### config.mk
export PLATFORM = sky130hd
export DESIGN_NAME = sorted_value_list_flat
export DESIGN_NICKNAME = d
export VERILOG_FILES = /design/src/hw/rtl/svl_pkg.sv /design/src/hw/rtl/svl_in_if.sv /design/src/hw/rtl/svl_out_if.sv /design/src/hw/rtl/svl_cell.sv /design/src/hw/rtl/sorted_value_list.sv /design/src/flat_wrapper.sv
export VERILOG_INCLUDE_DIRS = /design/src /design/src/hw/rtl
export SDC_FILE = /design/constraint.sdc
export NUM_CORES = 1
export LEC_CHECK = 0
export BUFFER_PORTS_ARGS = -buffer_cell sky130_fd_sc_hd__buf_2
export CORE_MARGIN = 2
export CORE_UTILIZATION = 65
export DETAILED_ROUTE_END_ITERATION = 8
export GPL_TIMING_DRIVEN = 1
export HOLD_SLACK_MARGIN = 0.05
export PLACE_DENSITY = 0.88
export SKIP_LAST_GASP = 1
export SYNTH_ARGS = -nofsm -noshare
export SYNTH_HDL_FRONTEND = slang
export SYNTH_SLANG_ARGS = --single-unit
### constraint.sdc
create_clock -name clk -period 6.2 [get_ports clk]
set_clock_uncertainty 0.15 [all_clocks]
set_input_delay 0.31 -clock clk [delete_from_list [all_inputs] [get_ports clk]]
set_output_delay 0.31 -clock clk [all_outputs]
set_load 0.01 [all_outputs]
### src/hw/rtl/sorted_value_list_macros.svh
// ----------------------------------------------------------------------------
// Sorted value list assertion macros
// Shared concurrent assertion forms used by the sorted value list RTL.
// ----------------------------------------------------------------------------
`ifndef SORTED_VALUE_LIST_MACROS_SVH
`define SORTED_VALUE_LIST_MACROS_SVH

// The consequent must hold in the same cycle as the antecedent.
`define SVL_ASSERT_SAME(label, clk, rst_n, ante, cons) \
	label: assert property (@(posedge clk) disable iff (!rst_n) (ante) |-> (cons)) \
		else $error("sorted value list: assertion failed");

// The consequent must hold in the cycle after the antecedent.
`define SVL_ASSERT_NEXT(label, clk, rst_n, ante, cons) \
	label: assert property (@(posedge clk) disable iff (!rst_n) (ante) |=> (cons)) \
		else $error("sorted value list: assertion failed");

`endif

### src/hw/rtl/svl_pkg.sv
// ----------------------------------------------------------------------------
// Sorted value list package
// Field widths, operation and status codes, and the cell command bundle.
// ----------------------------------------------------------------------------
`timescale 1ns / 1ps
`default_nettype none

package svl_pkg;

	localparam int ValueW  = 8;
	localparam int StatusW = 2;
	localparam int CountW  = 5;

	// Operation codes carried in the func field.
	typedef enum logic {
		FN_INSERT = 1'b0,
		FN_DELETE = 1'b1
	} func_t;

	// Result status codes.
	typedef enum logic [StatusW-1:0] {
		ST_INSERTED  = 2'd0,
		ST_FULL      = 2'd1,
		ST_DELETED   = 2'd2,
		ST_NOT_FOUND = 2'd3
	} status_t;

	// Command broadcast to every cell of the row.
	typedef struct packed {
		logic [ValueW-1:0] value;
		logic              insert_en;
		logic              delete_en;
	} cell_cmd_t;

endpackage

`default_nettype wire

### src/hw/rtl/svl_in_if.sv
// ----------------------------------------------------------------------------
// Sorted value list input channel
// Valid/ready channel that carries one list operation per item.
// ----------------------------------------------------------------------------
`timescale 1ns / 1ps
`default_nettype none

interface svl_in_if;
	import svl_pkg::*;

	logic              valid;
	logic              ready;
	logic              func;
	logic [ValueW-1:0] value;

	modport source (output valid, output func, output value, input ready);
	modport sink   (input valid, input func, input value, output ready);
endinterface

`default_nettype wire

### src/hw/rtl/svl_out_if.sv
// ----------------------------------------------------------------------------
// Sorted value list output channel
// Valid/ready channel that carries one operation result per item.
// ----------------------------------------------------------------------------
`timescale 1ns / 1ps
`default_nettype none

interface svl_out_if;
	import svl_pkg::*;

	logic               valid;
	logic               ready;
	logic [StatusW-1:0] status;
	logic [CountW-1:0]  entry_count;
	logic [ValueW-1:0]  smallest_value;

	modport source (output valid, output status, output entry_count, output smallest_value,
		input ready);
	modport sink   (input valid, input status, input entry_count, input smallest_value,
		output ready);
endinterface

`default_nettype wire

### src/hw/rtl/svl_cell.sv
// ----------------------------------------------------------------------------
// Sorted value list cell
// Holds one list entry and shifts it with its neighbours on insert or delete.
// ----------------------------------------------------------------------------
`timescale 1ns / 1ps
`default_nettype none

module svl_cell (
	input  wire logic                     clk,
	input  wire svl_pkg::cell_cmd_t       cmd,
	input  wire logic                     occ,
	input  wire logic                     left_lt,
	input  wire logic [svl_pkg::ValueW-1:0] left_entry,
	input  wire logic [svl_pkg::ValueW-1:0] right_entry,
	output logic [svl_pkg::ValueW-1:0]    entry,
	output logic                          lt,
	output logic                          eq
);
	import svl_pkg::*;

	logic [ValueW-1:0] entry_q;

	// Compare the stored entry against the operand; the list is ascending, so
	// the cells that hold a smaller value form an unbroken run from the head.
	assign lt    = occ && (entry_q < cmd.value);
	assign eq    = occ && (entry_q == cmd.value);
	assign entry = entry_q;

	// An insert keeps smaller entries, drops the operand into the first cell
	// that is not smaller and moves the rest one place towards the tail. A
	// delete pulls every entry from the first equal one onwards one place back.
	always_ff @(posedge clk) begin
		if (cmd.insert_en && !lt) begin
			entry_q <= left_lt ? cmd.value : left_entry;
		end else if (cmd.delete_en && !lt) begin
			entry_q <= right_entry;
		end
	end
endmodule

`default_nettype wire

### src/hw/rtl/sorted_value_list.sv
// ----------------------------------------------------------------------------
// Sorted value list
// Ascending list of 8-bit values held in a row of compare-and-shift cells.
// ----------------------------------------------------------------------------
//  Channel  Direction  Contents
//  in_ch    sink       func (insert or delete), value
//  out_ch   source     status, entry_count, smallest_value
//
//  One item is processed per clock: every cell compares its entry with the
//  operand in parallel and the row shifts in the same edge that accepts it.
//  The result sits in an output register; a new item is taken while that
//  register is empty or is being read, so a stalled output stops the input.
//  Reset empties the list at once; no clearing pass is needed.
// ----------------------------------------------------------------------------
`timescale 1ns / 1ps
`default_nettype none

`include "sorted_value_list_macros.svh"

module sorted_value_list #(
	parameter int CAPACITY = 16
) (
	input  wire logic  clk,
	input  wire logic  arst_n,
	svl_in_if.sink     in_ch,
	svl_out_if.source  out_ch
);
	import svl_pkg::*;

	localparam int CW = $clog2(CAPACITY + 1);

	logic [CW-1:0]       count_q;
	logic [CW-1:0]       count_d;
	logic [CW+CountW-1:0] count_ext;
	logic [ValueW-1:0]   entry [CAPACITY];
	logic [CAPACITY-1:0] lt;
	logic [CAPACITY-1:0] eq;
	logic [CAPACITY-1:0] occ;
	cell_cmd_t           cmd;
	logic                accept;
	logic                is_insert;
	logic                full;
	logic                found;
	logic                out_valid_q;
	status_t             status_d;
	status_t             status_q;
	logic [CountW-1:0]   entry_count_q;
	logic [ValueW-1:0]   smallest_d;
	logic [ValueW-1:0]   smallest_q;

	// Handshake: take an item whenever the result register is empty or is being read.
	assign in_ch.ready = !out_valid_q || out_ch.ready;
	assign accept      = in_ch.valid && in_ch.ready;

	// Operation decode and list-wide flags.
	assign is_insert     = (in_ch.func == FN_INSERT);
	assign full          = (count_q == CW'(CAPACITY));
	assign found         = |eq;
	assign cmd.value     = in_ch.value;
	assign cmd.insert_en = accept && is_insert && !full;
	assign cmd.delete_en = accept && !is_insert && found;

	// Row of cells, each linked to its neighbours.
	for (genvar i = 0; i < CAPACITY; i++) begin : g_cell
		logic              left_lt;
		logic [ValueW-1:0] left_entry;
		logic [ValueW-1:0] right_entry;

		assign occ[i] = (CW'(i) < count_q);

		if (i == 0) begin : g_head
			assign left_lt    = 1'b1;
			assign left_entry = in_ch.value;
		end else begin : g_body
			assign left_lt    = lt[i-1];
			assign left_entry = entry[i-1];
		end

		if (i == CAPACITY - 1) begin : g_tail
			assign right_entry = entry[i];
		end else begin : g_inner
			assign right_entry = entry[i+1];
		end

		svl_cell u_cell (
			.clk         (clk),
			.cmd         (cmd),
			.occ         (occ[i]),
			.left_lt     (left_lt),
			.left_entry  (left_entry),
			.right_entry (right_entry),
			.entry       (entry[i]),
			.lt          (lt[i]),
			.eq          (eq[i])
		);
	end

	// Entry count after the operation.
	always_comb begin
		count_d = count_q;
		if (cmd.insert_en) begin
			count_d = count_q + 1'b1;
		end else if (cmd.delete_en) begin
			count_d = count_q - 1'b1;
		end
	end

	assign count_ext = {{CountW{1'b0}}, count_d};

	// Status and head of the list after the operation.
	always_comb begin
		if (is_insert) begin
			status_d   = full ? ST_FULL : ST_INSERTED;
			smallest_d = (full || lt[0]) ? entry[0] : in_ch.value;
		end else if (found) begin
			status_d = ST_DELETED;
			if (count_d == '0) begin
				smallest_d = '0;
			end else if (eq[0]) begin
				smallest_d = entry[1];
			end else begin
				smallest_d = entry[0];
			end
		end else begin
			status_d   = ST_NOT_FOUND;
			smallest_d = (count_q == '0) ? '0 : entry[0];
		end
	end

	// Control state.
	always_ff @(posedge clk or negedge arst_n) begin
		if (!arst_n) begin
			count_q     <= '0;
			out_valid_q <= 1'b0;
		end else begin
			count_q <= count_d;
			if (accept) begin
				out_valid_q <= 1'b1;
			end else if (out_ch.ready) begin
				out_valid_q <= 1'b0;
			end
		end
	end

	// Result register.
	always_ff @(posedge clk) begin
		if (accept) begin
			status_q      <= status_d;
			entry_count_q <= count_ext[CountW-1:0];
			smallest_q    <= smallest_d;
		end
	end

	assign out_ch.valid          = out_valid_q;
	assign out_ch.status         = status_q;
	assign out_ch.entry_count    = entry_count_q;
	assign out_ch.smallest_value = smallest_q;

	// Checks on the list state and the result register.
	`SVL_ASSERT_SAME(a_count_bound, clk, arst_n, 1'b1, count_q <= CW'(CAPACITY))
	`SVL_ASSERT_NEXT(a_insert_grows, clk, arst_n, cmd.insert_en, count_q == $past(count_q) + 1'b1)
	`SVL_ASSERT_NEXT(a_result_held, clk, arst_n, accept, out_valid_q)
	`SVL_ASSERT_SAME(a_head_order, clk, arst_n, count_q >= CW'(2), entry[0] <= entry[1])

endmodule

`default_nettype wire

### src/flat_wrapper.sv
// flat-port wrapper written by rule: the top's interface ports become plain ports
module sorted_value_list_flat import svl_pkg::*;
#(
	parameter int CAPACITY = 16
)
  (clk, arst_n, in_ch_valid, in_ch_func, in_ch_value, in_ch_ready, out_ch_valid, out_ch_status, out_ch_entry_count, out_ch_smallest_value, out_ch_ready);
  svl_in_if in_ch_i ();
  svl_out_if out_ch_i ();
  input  wire logic clk;
  input  wire logic arst_n;
  input wire logic [$bits(in_ch_i.valid)-1:0] in_ch_valid;
  input wire logic [$bits(in_ch_i.func)-1:0] in_ch_func;
  input wire logic [$bits(in_ch_i.value)-1:0] in_ch_value;
  output wire logic [$bits(in_ch_i.ready)-1:0] in_ch_ready;
  output wire logic [$bits(out_ch_i.valid)-1:0] out_ch_valid;
  output wire logic [$bits(out_ch_i.status)-1:0] out_ch_status;
  output wire logic [$bits(out_ch_i.entry_count)-1:0] out_ch_entry_count;
  output wire logic [$bits(out_ch_i.smallest_value)-1:0] out_ch_smallest_value;
  input wire logic [$bits(out_ch_i.ready)-1:0] out_ch_ready;
  assign in_ch_i.valid = in_ch_valid;
  assign in_ch_i.func = in_ch_func;
  assign in_ch_i.value = in_ch_value;
  assign in_ch_ready = in_ch_i.ready;
  assign out_ch_valid = out_ch_i.valid;
  assign out_ch_status = out_ch_i.status;
  assign out_ch_entry_count = out_ch_i.entry_count;
  assign out_ch_smallest_value = out_ch_i.smallest_value;
  assign out_ch_i.ready = out_ch_ready;
  sorted_value_list #(.CAPACITY(CAPACITY)) u_core (.clk(clk), .arst_n(arst_n), .in_ch(in_ch_i), .out_ch(out_ch_i));
endmodule
==> impl_metrics.toml <==
[clock_network]
clock_path_buffers = 2
cts_root_buffer = "clkbuf_16"
cts_tree = "built"
cts-buffers-inserted = 17
clk_pin_slew_worst_paths_ns = 0.07
clock_sinks = 149
worstSkewPairLatency_ns = 0.43
ctsHtreeMaxLevel = 4

[yosys]
muxShareOfSynthArea_pct = 8.55
syn-num-nets = 1266
synth_ff_type = "edfxtp_1"
synth.area.top_cells = "edfxtp_1 39%, ha_1 15%, mux2i_1 6.8%"
synthCells = 1121
synth-seq-area-share_pct = 40.8
syn_area_um2 = 10900
synth_top_area_cell = "edfxtp_1"
synth_compound_area_share_pct = 17.0
synth_top_family_by_area = "compound AO/OA/AOI/OAI gates"
synth-adder-area-share_pct = 15.1
ys_seq_elements = 149
yosys.area_share.simple_pct = 14.5
synth_top_area_share_pct = 39.4
synthArstFlopShare_pct = 4.03
yosysUniqueCellTypes = 55
syn_avg_cell_area_um2 = 9.73
yosysWarnings = 0
synth_xor_area_share_pct = 0.0803
synth_edf_count = 143

[placed_design]
gp_congestion = 0.907
dp_hpwl_mm = 20.5
port_buffers = 29
dp.cells = 1319
place_area_um2 = 11100

[layout]
drive_above_1_share_pct = 8.38
final_common_cell = "edfxtp_1"
final_cell_count_no_fill = 1353
fin_util_pct = 71.3
fin_area_um2 = 11700
antennaDiodeCount = 0
nNetsFinal = 1265
synthToLayoutAreaGrowth_pct = 7.75
final_cell_mix = "143 x edfxtp_1, 132 x ha_1, 130 x nand2_1"
fillCellCount = 1137

[pwr]
finalPower_mw = 2.75
powerDensity_nw_per_um2 = 234
ir_drop_uv = 211
power_leakage_nw = 4.87

[grt]
grt_max_degree = 50
grt_pass1_vias = 8982
overflow = 0
antenna_found_initial = 0
met3_usage_pct = 8.07
grt_pass1_wl_mm = 46.7
top_usage_layer = "met2"
grtUsageMet2_pct = 51.7
grt_usage_pct = 34.0
grt_use_met1_pct = 45.3

[timing]
setup_tns_ns = 0
worst_pin_slew_ns = 1.15
finalSetupViolations = 0
maxSlewHeadroom_pct = 23.6
fmax_ghz = 0.226
fin_crit_sh_pct = 71.3
finalWorstPathRequiredPeriod_ns = 4.42
rsz0062_at_grt = "false"
slew_viol_final = 0
final_hold_viol_count = 0

[outcome]
status = "complete, no violations"

[worst_setup_path]
crit_arrival_ns = 4.34
critPathLaunch = "in_ch_value[6]"
worst-setup-path-type = "in -> reg"
required_ns = 6.12
start_kind = "input port"
worst_r2r_startpoint = "u_core.count_q[1]$_DFF_PN0_"
path_max_fanout = 23
end_kind = "register"

[floorplanning]
rows = 47
core_area_um2 = 16500
dieArea_um2 = 17800
pin_count = 30
start_util_pct = 66.2
die_x_um = 134
die_height_um = 134

[route]
drc = 0
wl_per_cell_um = 21.8
drtIter0Drc = 1349
num_vias = 9110
dr.pass1.iters = 7
final_antenna_net_count = 0
routed_wirelength_mm = 29.5
via_per_inst = 6.73

[min_path]
hp-class = "in -> async"

[flow_run]
cap_viol_max_count = 0
==> synth_stat cells (2+ instances only) <==
cell and n:
a21oi_1 112, or3_1 3, nand2_1 130, o221ai_1 4
dfrtp_1 6, o21bai_1 2, clkbuf_1 48, nand4_1 33
o21a_1 6, a21o_1 8, a221o_1 3, and3_1 3
and2_1 2, a31oi_1 17, buf_1 4, nand3_1 6
ha_1 132, o21ai_1 2, clkinv_1 7, buf_6 3
nor2b_1 37, mux2i_1 74, nor3_1 10, mux2_2 17
o211ai_1 8, edfxtp_1 143, a311o_1 2, o21ai_0 112
nor2_1 74, o211a_1 7, a211oi_1 24, buf_2 5
inv_1 37, nor4_4 2, nand2b_1 18
==> state kept, by name, summed over array words and instances, names as in the netlist <==
signal                        flops
u_core.count_q                    5
u_core.g_cell.u_cell.entry      128
u_core.out_ch.entry_count         5
u_core.out_ch.smallest_value      8
u_core.out_ch.status              2
u_core.out_ch.valid               1
==> routing by layer <==
metal	routed length, µm	vias up
li1	-	4184
met1	11600	4198
met2	13200	616
met3	3330	112
met4	1370	0
met5	0	-
==> worst paths after layout <==
kind / to / slack [ns] / cells past startpoint
min: u_core.out_ch.valid$_DFFE_PN0P_ / 0.10 / 2
max reg2reg: u_core.out_ch.smallest_value[6]$_DFFE_PP_ / 2.06 / 11
max in group asynchronous: u_core.count_q[2]$_DFF_PN0_ / 5.63 / 2
min reg2reg: u_core.out_ch.valid$_DFFE_PN0P_ / 0.45 / 2
min in group clk: u_core.out_ch.valid$_DFFE_PN0P_ / 0.10 / 3
max: u_core.g_cell[7].u_cell.entry[4]$_DFFE_PP_ / 1.78 / 11
==> cells by family (layout without fill, tap and decap cells) <==
group           Yosys count  in the layout
mux                      91             91
fa+ha+maj               132            132
simple gates            327            327
flops                   149            149
compound gates          316            316
buf+inv                 105            117
xor+xnor                  1              1
==> critical path, stage by stage <==
cell and delay (ns):
buf_2 0.28, clkinv_1 0.77, ha_1 0.63, nand4_1 0.12
a2111oi_0 0.60, nor2_1 0.13, and3_1 0.23, nand2b_1 0.12
a21oi_1 0.25, buf_4 0.30, nor2b_1 0.57
==> final cells by class <==
cell class / count / area (µm²) / share of cell area (%)
Multi-Input combinational cell: 867 / 6040 / 51.4
Tap cell: 220 / 275 / 2.34
Clock buffer: 18 / 429 / 3.65
Timing Repair Buffer: 41 / 240 / 2.04
Sequential cell: 149 / 4440 / 37.8
Inverter: 44 / 165 / 1.41
Clock inverter: 14 / 153 / 1.30
==> power breakdown <==
group / switching (mW) / internal [mW]
clock: 0.437 / 0.596
sequential: 0.0628 / 1.15
combinational: 0.315 / 0.187
total: 0.815 / 1.94
==> stage by stage <==
step	hold slack (ns)	setup slack (ns)
4_1_cts	0.0820	1.99
6_report	0.101	1.78
2_1_floorplan	-0.136	2.80
3_5_place_dp	0.00518	1.55
3_3_place_gp	-0.00818	1.72
5_1_grt	0.107	1.56
==> timing repair <==
| item | 4_1_cts | 5_1_grt |
|---|---|---|
| setup endpoints to repair | 0 | 0 |
| hold endpoints to repair | 7 | 0 |
| hold buffers | 2 | 0 |
| setup buffers | 0 | 0 |
| gates resized for setup | 0 | 0 |
Power figures use the tool's default switching activity.
